$ cat src/mlfq_pkg.sv
// Package for the three-level feedback queue scheduler with thread admission.
// Holds the sequencer states, status, level and register codes, and reset defaults.
// No dependencies.
package mlfq_pkg;

  localparam int unsigned MAX_PROCS_DEF = 16;
  localparam int unsigned ID_BITS_DEF   = 16;
  localparam int unsigned TIME_BITS_DEF = 32;

  localparam logic [7:0] TOP_SLICE_RST = 8'd5;
  localparam logic [7:0] MID_SLICE_RST = 8'd10;

  localparam logic [1:0] REG_TOTAL = 2'd0;
  localparam logic [1:0] REG_TOP   = 2'd1;
  localparam logic [1:0] REG_MID   = 2'd2;

  localparam logic OP_ADMIT    = 1'b0;
  localparam logic OP_DISPATCH = 1'b1;

  localparam logic [2:0] ST_READY    = 3'd0;
  localparam logic [2:0] ST_WAITING  = 3'd1;
  localparam logic [2:0] ST_TOO_MANY = 3'd2;
  localparam logic [2:0] ST_FULL     = 3'd3;
  localparam logic [2:0] ST_DISPATCH = 3'd4;
  localparam logic [2:0] ST_IDLE_RES = 3'd5;

  localparam logic [1:0] RING_TOP  = 2'd0;
  localparam logic [1:0] RING_MID  = 2'd1;
  localparam logic [1:0] RING_BOT  = 2'd2;
  localparam logic [1:0] RING_WAIT = 2'd3;

  typedef enum logic [2:0] {
    S_IDLE,
    S_SCAN,
    S_PROMOTE,
    S_PICK,
    S_ACCUM,
    S_EMIT
  } seq_state_e;

  typedef struct packed {
    logic [2:0]  status;
    logic [15:0] run_id;
    logic [1:0]  run_level;
    logic [7:0]  slice_length;
    logic [15:0] iterations_left;
    logic        finished;
    logic [4:0]  moved;
  } result_t;

endpackage

$ cat src/mlfq_scheduler_thread_admission_top.sv
// Top level of the three-level feedback queue scheduler with thread admission.
// Sequence: a rejected admit goes straight to emit; other admits scan for a free slot,
// one slot a cycle; dispatch promotes wait-queue heads, one per cycle, then picks, then
// accumulates time unless idle, then emits; a stalled output holds the emit state.
// Throughput: one item at a time; the input is not ready until the result is registered.
// Reset clears all rings, frees all slots, zeroes the pool and time, and loads slice defaults.
// Depends on mlfq_pkg.
module mlfq_scheduler_thread_admission_top #(
  parameter int unsigned MAX_PROCS = mlfq_pkg::MAX_PROCS_DEF,
  parameter int unsigned ID_BITS   = mlfq_pkg::ID_BITS_DEF,
  parameter int unsigned TIME_BITS = mlfq_pkg::TIME_BITS_DEF
) (
  input  logic        clk_i,
  input  logic        rst_ni,
  input  logic        cfg_we_i,
  input  logic [1:0]  cfg_idx_i,
  input  logic [7:0]  cfg_data_i,
  input  logic        s_axis_tvalid_i,
  output logic        s_axis_tready_o,
  // proc_id[15:0], threads_needed[23:16], own_slice[31:24], iterations[47:32]
  input  logic [47:0] s_axis_tdata_i,
  // op[0]
  input  logic        s_axis_tuser_i,
  output logic        m_axis_tvalid_o,
  input  logic        m_axis_tready_i,
  // run_id[15:0], run_level[17:16], slice_length[25:18], iterations_left[41:26],
  // finished[42], threads_free[50:43], elapsed_total[82:51], moved_from_wait[87:83]
  output logic [87:0] m_axis_tdata_o,
  // status[2:0]
  output logic [2:0]  m_axis_tuser_o
);
  import mlfq_pkg::*;

  localparam int unsigned IDXW = (MAX_PROCS > 1) ? $clog2(MAX_PROCS) : 1;
  localparam int unsigned CNTW = IDXW + 1;

  seq_state_e state_q, state_d;

  logic [7:0]           total_q, top_q, mid_q, pool_q;
  logic [TIME_BITS-1:0] time_q;
  logic [MAX_PROCS-1:0] in_use_q;

  logic [ID_BITS-1:0]   id_q;
  logic [7:0]           thr_q, own_q;
  logic [15:0]          iters_q;
  logic [IDXW-1:0]      scan_q;
  logic [CNTW-1:0]      moved_q;
  logic [7:0]           slice_q;
  result_t              res_q;

  logic [ID_BITS-1:0]   slot_id_q   [MAX_PROCS];
  logic [7:0]           slot_thr_q  [MAX_PROCS];
  logic [7:0]           slot_own_q  [MAX_PROCS];
  logic [15:0]          slot_iter_q [MAX_PROCS];

  logic [IDXW-1:0]      ring_q [4][MAX_PROCS];
  logic [IDXW-1:0]      head_q [4];
  logic [CNTW-1:0]      cnt_q  [4];

  logic                 push_en [4];
  logic                 pop_en  [4];
  logic [IDXW-1:0]      push_val[4];
  logic [IDXW-1:0]      front   [4];

  logic                 out_valid_q;
  logic [87:0]          out_data_q;
  logic [2:0]           out_user_q;

  logic                 in_xfer, out_free;
  logic [IDXW-1:0]      wfront;
  logic                 wait_go;
  logic                 any_run;
  logic [1:0]           pick_lvl;
  logic [IDXW-1:0]      pick_slot;
  logic [15:0]          pick_left;
  logic                 pick_fin;
  logic [7:0]           pick_slice;
  logic [8:0]           pool_sum;
  logic [TIME_BITS:0]   time_sum;
  logic [63:0]          time_ext;

  assign in_xfer  = s_axis_tvalid_i && s_axis_tready_o;
  assign out_free = !out_valid_q || m_axis_tready_i;
  assign s_axis_tready_o = (state_q == S_IDLE);

  always_comb begin
    for (int r = 0; r < 4; r++) begin
      front[r] = ring_q[r][head_q[r]];
    end
  end

  assign wfront  = front[RING_WAIT];
  assign wait_go = (cnt_q[RING_WAIT] != '0) && (slot_thr_q[wfront] <= pool_q);
  assign any_run = (cnt_q[RING_TOP] != '0) || (cnt_q[RING_MID] != '0) ||
                   (cnt_q[RING_BOT] != '0);

  always_comb begin
    if (cnt_q[RING_TOP] != '0) begin
      pick_lvl = RING_TOP;
    end else if (cnt_q[RING_MID] != '0) begin
      pick_lvl = RING_MID;
    end else begin
      pick_lvl = RING_BOT;
    end
  end

  assign pick_slot = front[pick_lvl];
  assign pick_left = (slot_iter_q[pick_slot] == 16'd0) ? 16'd0 :
                     slot_iter_q[pick_slot] - 16'd1;
  assign pick_fin  = (pick_left == 16'd0);

  always_comb begin
    case (pick_lvl)
      RING_TOP: pick_slice = top_q;
      RING_MID: pick_slice = mid_q;
      default:  pick_slice = slot_own_q[pick_slot];
    endcase
  end

  assign pool_sum = {1'b0, pool_q} + {1'b0, slot_thr_q[pick_slot]};
  assign time_sum = {1'b0, time_q} + (TIME_BITS + 1)'(slice_q);
  assign time_ext = 64'(time_q);

  always_comb begin
    for (int r = 0; r < 4; r++) begin
      push_en[r]  = 1'b0;
      pop_en[r]   = 1'b0;
      push_val[r] = '0;
    end
    case (state_q)
      S_SCAN: begin
        if (!in_use_q[scan_q]) begin
          if (thr_q <= pool_q) begin
            push_en[RING_TOP]  = 1'b1;
            push_val[RING_TOP] = scan_q;
          end else begin
            push_en[RING_WAIT]  = 1'b1;
            push_val[RING_WAIT] = scan_q;
          end
        end
      end
      S_PROMOTE: begin
        if (wait_go) begin
          pop_en[RING_WAIT]  = 1'b1;
          push_en[RING_TOP]  = 1'b1;
          push_val[RING_TOP] = wfront;
        end
      end
      S_PICK: begin
        if (any_run) begin
          pop_en[pick_lvl] = 1'b1;
          if (!pick_fin) begin
            if (pick_lvl == RING_TOP) begin
              push_en[RING_MID]  = 1'b1;
              push_val[RING_MID] = pick_slot;
            end else begin
              push_en[RING_BOT]  = 1'b1;
              push_val[RING_BOT] = pick_slot;
            end
          end
        end
      end
      default: ;
    endcase
  end

  always_comb begin
    state_d = state_q;
    case (state_q)
      S_IDLE: begin
        if (in_xfer) begin
          if (s_axis_tuser_i == OP_ADMIT) begin
            state_d = (s_axis_tdata_i[23:16] > total_q) ? S_EMIT : S_SCAN;
          end else begin
            state_d = S_PROMOTE;
          end
        end
      end
      S_SCAN: begin
        if (!in_use_q[scan_q] || (32'(scan_q) == MAX_PROCS - 1)) begin
          state_d = S_EMIT;
        end
      end
      S_PROMOTE: begin
        if (!wait_go) begin
          state_d = S_PICK;
        end
      end
      S_PICK:  state_d = any_run ? S_ACCUM : S_EMIT;
      S_ACCUM: state_d = S_EMIT;
      S_EMIT: begin
        if (out_free) begin
          state_d = S_IDLE;
        end
      end
      default: state_d = S_IDLE;
    endcase
  end

  always_ff @(posedge clk_i or negedge rst_ni) begin
    if (!rst_ni) begin
      state_q <= S_IDLE;
    end else begin
      state_q <= state_d;
    end
  end

  always_ff @(posedge clk_i or negedge rst_ni) begin
    if (!rst_ni) begin
      for (int r = 0; r < 4; r++) begin
        head_q[r] <= '0;
        cnt_q[r]  <= '0;
      end
    end else begin
      for (int r = 0; r < 4; r++) begin
        if (pop_en[r]) begin
          head_q[r] <= (32'(head_q[r]) == MAX_PROCS - 1) ? '0 : head_q[r] + 1'b1;
        end
        if (push_en[r] && !pop_en[r]) begin
          cnt_q[r] <= cnt_q[r] + 1'b1;
        end else if (pop_en[r] && !push_en[r]) begin
          cnt_q[r] <= cnt_q[r] - 1'b1;
        end
      end
    end
  end

  always_ff @(posedge clk_i) begin
    for (int r = 0; r < 4; r++) begin
      logic [CNTW-1:0] widx;
      widx = CNTW'(head_q[r]) + cnt_q[r];
      if (32'(widx) >= MAX_PROCS) begin
        widx = widx - CNTW'(MAX_PROCS);
      end
      if (push_en[r]) begin
        ring_q[r][widx[IDXW-1:0]] <= push_val[r];
      end
    end
  end

  always_ff @(posedge clk_i) begin
    if (state_q == S_SCAN && !in_use_q[scan_q]) begin
      slot_id_q[scan_q]   <= id_q;
      slot_thr_q[scan_q]  <= thr_q;
      slot_own_q[scan_q]  <= own_q;
      slot_iter_q[scan_q] <= iters_q;
    end else if (state_q == S_PICK && any_run) begin
      slot_iter_q[pick_slot] <= pick_left;
    end
  end

  always_ff @(posedge clk_i or negedge rst_ni) begin
    if (!rst_ni) begin
      total_q  <= 8'd0;
      top_q    <= TOP_SLICE_RST;
      mid_q    <= MID_SLICE_RST;
      pool_q   <= 8'd0;
      time_q   <= '0;
      in_use_q <= '0;
    end else begin
      if (cfg_we_i) begin
        case (cfg_idx_i)
          REG_TOTAL: begin
            total_q <= cfg_data_i;
            pool_q  <= cfg_data_i;
          end
          REG_TOP: top_q <= cfg_data_i;
          REG_MID: mid_q <= cfg_data_i;
          default: ;
        endcase
      end else begin
        case (state_q)
          S_SCAN: begin
            if (!in_use_q[scan_q]) begin
              in_use_q[scan_q] <= 1'b1;
              if (thr_q <= pool_q) begin
                pool_q <= pool_q - thr_q;
              end
            end
          end
          S_PROMOTE: begin
            if (wait_go) begin
              pool_q <= pool_q - slot_thr_q[wfront];
            end
          end
          S_PICK: begin
            if (any_run && pick_fin) begin
              pool_q <= pool_sum[8] ? 8'hFF : pool_sum[7:0];
              in_use_q[pick_slot] <= 1'b0;
            end
          end
          S_ACCUM: begin
            time_q <= time_sum[TIME_BITS] ? '1 : time_sum[TIME_BITS-1:0];
          end
          default: ;
        endcase
      end
    end
  end

  always_ff @(posedge clk_i) begin
    case (state_q)
      S_IDLE: begin
        id_q    <= ID_BITS'(s_axis_tdata_i[15:0]);
        thr_q   <= s_axis_tdata_i[23:16];
        own_q   <= s_axis_tdata_i[31:24];
        iters_q <= s_axis_tdata_i[47:32];
        scan_q  <= '0;
        moved_q <= '0;
        res_q   <= '{status: ST_TOO_MANY, run_id: 16'(ID_BITS'(s_axis_tdata_i[15:0])),
                     run_level: 2'd0, slice_length: 8'd0,
                     iterations_left: s_axis_tdata_i[47:32], finished: 1'b0, moved: 5'd0};
      end
      S_SCAN: begin
        if (!in_use_q[scan_q]) begin
          res_q.status <= (thr_q <= pool_q) ? ST_READY : ST_WAITING;
        end else begin
          res_q.status <= ST_FULL;
          scan_q <= scan_q + 1'b1;
        end
      end
      S_PROMOTE: begin
        if (wait_go) begin
          moved_q <= moved_q + 1'b1;
        end
      end
      S_PICK: begin
        slice_q <= pick_slice;
        if (any_run) begin
          res_q <= '{status: ST_DISPATCH, run_id: 16'(slot_id_q[pick_slot]),
                     run_level: pick_lvl, slice_length: pick_slice,
                     iterations_left: pick_left, finished: pick_fin,
                     moved: 5'(moved_q)};
        end else begin
          res_q <= '{status: ST_IDLE_RES, run_id: 16'd0, run_level: 2'd0,
                     slice_length: 8'd0, iterations_left: 16'd0, finished: 1'b0,
                     moved: 5'(moved_q)};
        end
      end
      default: ;
    endcase
  end

  always_ff @(posedge clk_i or negedge rst_ni) begin
    if (!rst_ni) begin
      out_valid_q <= 1'b0;
    end else if (state_q == S_EMIT && out_free) begin
      out_valid_q <= 1'b1;
    end else if (m_axis_tready_i) begin
      out_valid_q <= 1'b0;
    end
  end

  always_ff @(posedge clk_i) begin
    if (state_q == S_EMIT && out_free) begin
      out_user_q <= res_q.status;
      out_data_q <= {res_q.moved, time_ext[31:0], pool_q, res_q.finished,
                     res_q.iterations_left, res_q.slice_length, res_q.run_level,
                     res_q.run_id};
    end
  end

  assign m_axis_tvalid_o = out_valid_q;
  assign m_axis_tdata_o  = out_data_q;
  assign m_axis_tuser_o  = out_user_q;

endmodule

$ cat config.mk
export PLATFORM = sky130hd
export DESIGN_NAME = mlfq_scheduler_thread_admission_top
export DESIGN_NICKNAME = d
export VERILOG_FILES = /design/src/mlfq_pkg.sv /design/src/mlfq_scheduler_thread_admission_top.sv
export SDC_FILE = /design/constraint.sdc
export NUM_CORES = 2
export LEC_CHECK = 0
export BUFFER_PORTS_ARGS = -buffer_cell sky130_fd_sc_hd__buf_2
export CORE_UTILIZATION = 60
export DETAILED_ROUTE_END_ITERATION = 16
export PLACE_DENSITY = 0.77
export SLEW_MARGIN = 10
export SYNTH_ARGS = -nofsm -noshare
export SYNTH_HDL_FRONTEND = slang
export SYNTH_SLANG_ARGS = --single-unit
export TNS_END_PERCENT = 50
$ cat constraint.sdc
create_clock -name clk_i -period 10.8 [get_ports clk_i]
set_input_delay 1.08 -clock clk_i [delete_from_list [all_inputs] [get_ports clk_i]]
set_output_delay 1.08 -clock clk_i [all_outputs]
set_load 0.1 [all_outputs]
[Word-level counts from Yosys, hierarchy flattened]
Memories as Yosys holds them, arrays and structs flattened.
Cells that the tools add are included.
Operators by class
  $add $sub $neg: 27
  $mul: 0
  div/mod/pow operators: 0
  magnitude comparators: 25
  eq/ne operators: 26
  shifts and indexed selects: 0
  mux-type cells: 134
  bitwise logic cells: 13
  reductions and logical operators: 68
Operators with widths (number)
  two-way mux 64 bit: 10
  OR reduction 64 bit: 3
  two-way mux 4 bit: 33
  case mux 48 bit (2 select lines): 1
  two-way mux 8 bit: 10
  binary-select mux 4 bit (select 4 bit): 4
  demux 4 bit (select 4 bit): 4
  two-way mux 16 bit: 4
  >= comparator 5 bit, second input constant: 12
  two-way mux 49 bit: 1
  two-way mux 5 bit: 9
  inverter 4 -> 5 bit: 8
  adder 32 x 8 -> 33 bit: 1
  logical NOT 16 bit: 2
  two-way mux 32 bit: 1
  case mux 16 bit (2 select lines): 1
  two-way mux 1 bit: 26
  adder 5 x 1 -> 5 bit, second input constant: 5
  case mux 8 bit (3 select lines): 1
  logical AND 1 bit: 21
  two-way mux 3 bit: 7
  adder 4 x 1 -> 4 bit, second input constant: 5
  adder 4 x 5 -> 5 bit: 4
  equality test 4 bit, second input constant: 5
  49 further kinds: 115
Storage, ports and cells
  flip-flop bits (word level): 327
  bits in latches: 0
  memory bits (writable): 1024
  memory bits (read-only): 0
  bits of input ports: 64
  output and inout port bits: 93
  logic and storage cells: 330
  memories: 5
Memory list
  ring_q: words 4, width 64, read ports 4, clocked after memory_dff 0, wr ports 1, RTL line mlfq_scheduler_thread_admission_top.sv:56  | logic [IDXW-1:0] ring_q [4][MAX_PROCS];
  slot_id_q: words 16, width 16, read ports 1, clocked after memory_dff 0, wr ports 1, RTL line mlfq_scheduler_thread_admission_top.sv:51  | logic [ID_BITS-1:0] slot_id_q [MAX_PROCS];
  slot_iter_q: words 16, width 16, read ports 1, clocked after memory_dff 0, wr ports 1, RTL line mlfq_scheduler_thread_admission_top.sv:54  | logic [15:0] slot_iter_q [MAX_PROCS];
  slot_own_q: words 16, width 8, read ports 1, clocked after memory_dff 0, wr ports 1, RTL line mlfq_scheduler_thread_admission_top.sv:53  | logic [7:0] slot_own_q [MAX_PROCS];
  slot_thr_q: words 16, width 8, read ports 2, clocked after memory_dff 0, wr ports 1, RTL line mlfq_scheduler_thread_admission_top.sv:52  | logic [7:0] slot_thr_q [MAX_PROCS];

[Longest topological paths before layout]
An unclocked memory read counts as a cell.
  depth after elaboration: 20
  mapped depth: 35
  mapped depth without buffers: 28

[Worst setup path after synthesis]
No wires, ideal clock.
  path type: input-to-reg
  from: in m_axis_tready_i
  to: reg out_data_q[0], in the netlist m_axis_tdata_o[0] (enable)
  library setup time: 0.653 ns
  data arrival time: 7.337 ns
  required time: 10.147 ns
  setup slack: 2.810 ns
  cell stages on the path: 2
  path buffers: 0
  cell sequence: nor2b_1 nor3_1
Between the ends
  longest elaborated chain between the ends: 2
Ends and longest elaborated chain
  start, declared: RTL line mlfq_scheduler_thread_admission_top.sv:25  | input logic m_axis_tready_i,
  logical OR 1 bit: RTL line mlfq_scheduler_thread_admission_top.sv:83  | assign out_free = !out_valid_q || m_axis_tready_i;
  logical AND 1 bit: RTL line mlfq_scheduler_thread_admission_top.sv:355  | if (state_q == S_EMIT && out_free) begin
  end signal, assigned: RTL line mlfq_scheduler_thread_admission_top.sv:357  | out_data_q <= {res_q.moved, time_ext[31:0], pool_q, res_q.finished,
  end, declared: RTL line mlfq_scheduler_thread_admission_top.sv:66  | logic [87:0] out_data_q;
Every way passes these cells.
A chain may end at the register's enable or synchronous reset.

==> impl_summary.txt <==
----------------------------------------------------
[Outcome]
  Run status ... finished, final reports clean

[Logic synthesis]
  Leading register cell type out of synthesis ... edfxtp_1
  Synthesized netlist cell count ... 4096
  Net count of the mapped netlist ... 4251
  Async SR Flop Fraction ... 8.88%
  Number of synthesized register bits ... 1351
  Post-synthesis instance area ... 57700 um2
  Number of enable-type register cells in the synthesized netlist ... 1231
  Average cell area after synthesis ... 14.1 um2
  Warnings from Yosys ... 0
  Number of unique standard cell types used by synthesis ... 83
  Portion of synthesized cell area occupied by the leading cell type ... 64.1%
  Cells taking the most area after synthesis ... edfxtp_1 (64%), dfrtp_1 (5.0%), nand2_1 (5.0%), mux4_2 (3.8%), ha_1 (1.7%)
  Cell type contributing the most total cell area after synthesis ... edfxtp_1
  Part of the Yosys area used for sequential elements ... 69.3%

[Timing]
  Final Critical Period ... 8610 ps
  Count of final hold-check violations ... 0
  Number of failing setup endpoints in the final timing report ... 0
  Headroom to the max-slew limit ... 9.39%
  Timing-limited maximum frequency ... 116 MHz
  Final sum of negative setup slack ... 0 ps
  Final number of max-transition violations ... 0
  Skew final ... 35.2 ps
  Period Utilization, post-route ... 79.7%
  Setup repair after global routing missed its margin ... false
  Worst Tran Pin Value ... 1350 ps

[Clocking]
  TritonCTS buffer count ... 136
  Number of hold buffers added after cts ... 0
  Post-cts resize count ... 0
  CTS tree ... done
  Clock tree root buffer cell ... clkbuf_16
  Reg clk slew, reported paths ... 60 ps
  CTS H-tree lvls ... 4
  CTS Sinks ... 1351
  Maximum root-to-sink buffer count ... 3
  Post-CTS setup buffer count ... 0
  Insertion delay to the later sink of the worst-skew pair ... 760 ps

[Final layout]
  Share of post-route cells with drive strength above 1 ... 15.0%
  Final net count ... 4371
  Final instance area ... 64200 um2
  Number of fill cells ... 6322
  Commonest cells after routing, fill and taps aside ... edfxtp_1 (1231), nand2_1 (761), nand3_1 (173)
  Area growth from synthesis to final layout ... 11.3%
  Most common library cell in the layout ignoring fill and taps ... edfxtp_1

[Power]
  Worst vdd rail ir drop ... 0.000421 V
  Fraction of power spent switching nets ... 42.2%
  Comb power frac ... 44.8%
  Clock Power Share ... 21.4%
  Leakage ... 22.6 nW
  Cell Pwr Density ... 340 nW/um2
  Relative contribution of sequential cells to total power ... 33.8%
  Total net switching power ... 0.00921 W
  Int Power ... 0.0126 W

[Placement]
  Number of port buffers ... 156
  Placed instance area ... 59800 um2
  Hpwl dp ... 82700 um
  Final estimated routing congestion in global placement ... 0.882

[Floorplan]
  Area of the core ... 95200 um2
  Initial core utilization ... 60.6%
  Y dimension of the die ... 312 um
  Std cell rows ... 113
  Die Width ... 312 um
  Total Die Area ... 97400 um2
  Top-level port count ... 157

[Setup path]
  Critical path data required time ... 11420 ps
  Worst Path Max Fanout ... 137
  Capturing element type of the critical path ... flip-flop
  Worst path arrival time ... 9230 ps
  Kind of start point of the critical path ... flip-flop
  Setup Crit Path Kind ... flip-flop to flip-flop

[Global routing]
  Pin count of the biggest net entering global routing ... 197
  Number of antenna violations at the first check in global routing ... 4
  Number of global-route vias before repair ... 35516
  GRT Resource Usage Total ... 29.3%
  Global-route wire length before repair ... 216000 um
  Total overflow reported by the global router ... 0

[Routing]
  Count of TritonRoute iterations in the first routing pass ... 7
  Number of vias per cell after detailed routing ... 6.54
  DRC violation total after the first TritonRoute iteration ... 4548
  Routed wire length ... 142000 um
  Residual DRC ... 0
  Vias after detailed routing ... 36506
  Antenna-violating nets left ... 0
  Average wire per cell in the routed design ... 25.5 um

[Flow run]
  Max-capacitance violation count ... 0

[Worst hold path]
  Hold crit path type ... input pin to async pin

----------------------------------------------------
==> critical path, stage by stage, from the launching register on <==
cell	delay (ps)
dfrtp_1	1110
mux4_2	630
nor3_1	350
o41ai_4	140
buf_4	290
nor3_4	280
buf_4	590
buf_4	670
buf_12	500
and3_1	260
a311oi_1	50
a311oi_1	290
a21oi_1	120
ha_1	280
fa_1	410
a21oi_1	170
nor2_1	60
nor2_1	160
o21bai_1	90
a21oi_1	230
nor2b_1	70
o21ai_0	150
nand3b_1	330
o22ai_1	310
nor2_1	60
a211oi_1	260
a21oi_1	90
mux2_2	290
==> metal layers <==
metal	global-route usage (%)	vias up	wire length, um
met5	0	-	28
met4	12.9	4	5570
met3	5.57	349	13200
met2	46.6	2062	68800
met1	40.0	18260	54800
li1	-	15831	-
==> state kept, by name (all words and copies together) (netlist names), 20 cells and up <==
register	count
res_q	51
slot_thr_q	128
slot_own_q	128
m_axis_tdata_o	88
time_q	32
slot_id_q	256
slot_iter_q	256
cnt_q	20
ring_q	256
==> synth_stat cells (51+ instances only) <==
cell and number:
inv_1 67, and3_1 100, edfxtp_1 1231, a21oi_1 133
mux4_2 98, nand2_1 763, nand3_1 174, clkbuf_1 152
a311oi_1 84, nor2_1 162, dfrtp_1 116, o21ai_0 68
ha_1 79, xnor2_1 57, buf_1 51
==> cell families after synthesis <==
| group | Yosys count | share of synthesized area (%) |
|---|---|---|
| xor+xnor | 99 | 1.50 |
| flops | 1351 | 69.3 |
| compound gates | 648 | 8.38 |
| simple gates | 1401 | 10.9 |
| mux | 177 | 5.33 |
| fa+ha+maj | 91 | 2.13 |
| buf+inv | 329 | 2.41 |
==> final cells by class <==
cell class / instances / area (um2) / share of cell area, %
flip-flops and latches: 1351 / 40000 / 62.3
clock buffers: 164 / 3550 / 5.53
inverters: 71 / 267 / 0.415
repair buffers: 240 / 1440 / 2.25
well taps: 1265 / 1580 / 2.47
multi-input cells: 2416 / 16500 / 25.7
clock inverters: 73 / 841 / 1.31
diodes: 2 / 5.00 / 0.00780
==> final timing paths <==
kind | slack, ps | from | depth (start not counted) | to
hold / removal | 270 | rst_ni | 1 | time_q[26]
setup / recovery | 2190 | head_q[4] | 27 | total_q[4]
max in group asynchronous | 9130 | rst_ni | 2 | total_q[1]
hold reg to reg | 420 | res_q[20] | 0 | m_axis_tdata_o[40]
setup reg to reg | 2190 | head_q[4] | 27 | total_q[4]
min in group clk_i | 420 | res_q[20] | 0 | m_axis_tdata_o[40]
==> power by group through the flow <==
stage | combinational, W | sequential [W] | clock [W]
floorplan | 0.00639 | 0.00812 | 0
global placement | 0.00940 | 0.00745 | 0
detailed placement | 0.00959 | 0.00748 | 0
CTS | 0.00967 | 0.00738 | 0.00472
global route | 0.0105 | 0.00746 | 0.00491
finish | 0.00978 | 0.00738 | 0.00467
==> metrics by stage <==
step	power, W	hold slack (ps)	setup WS [ps]	utilization [%]	std cells
floorplan	0.0145	400	2810	-	4096
global placement	0.0168	401	2620	62.8	5343
detailed placement	0.0171	405	2480	62.8	5343
CTS	0.0218	256	2300	67.4	5580
global route	0.0228	293	1630	67.5	5582
finish	0.0218	273	2190	67.5	5582
No activity file was read; power rests on OpenSTA's default activity.
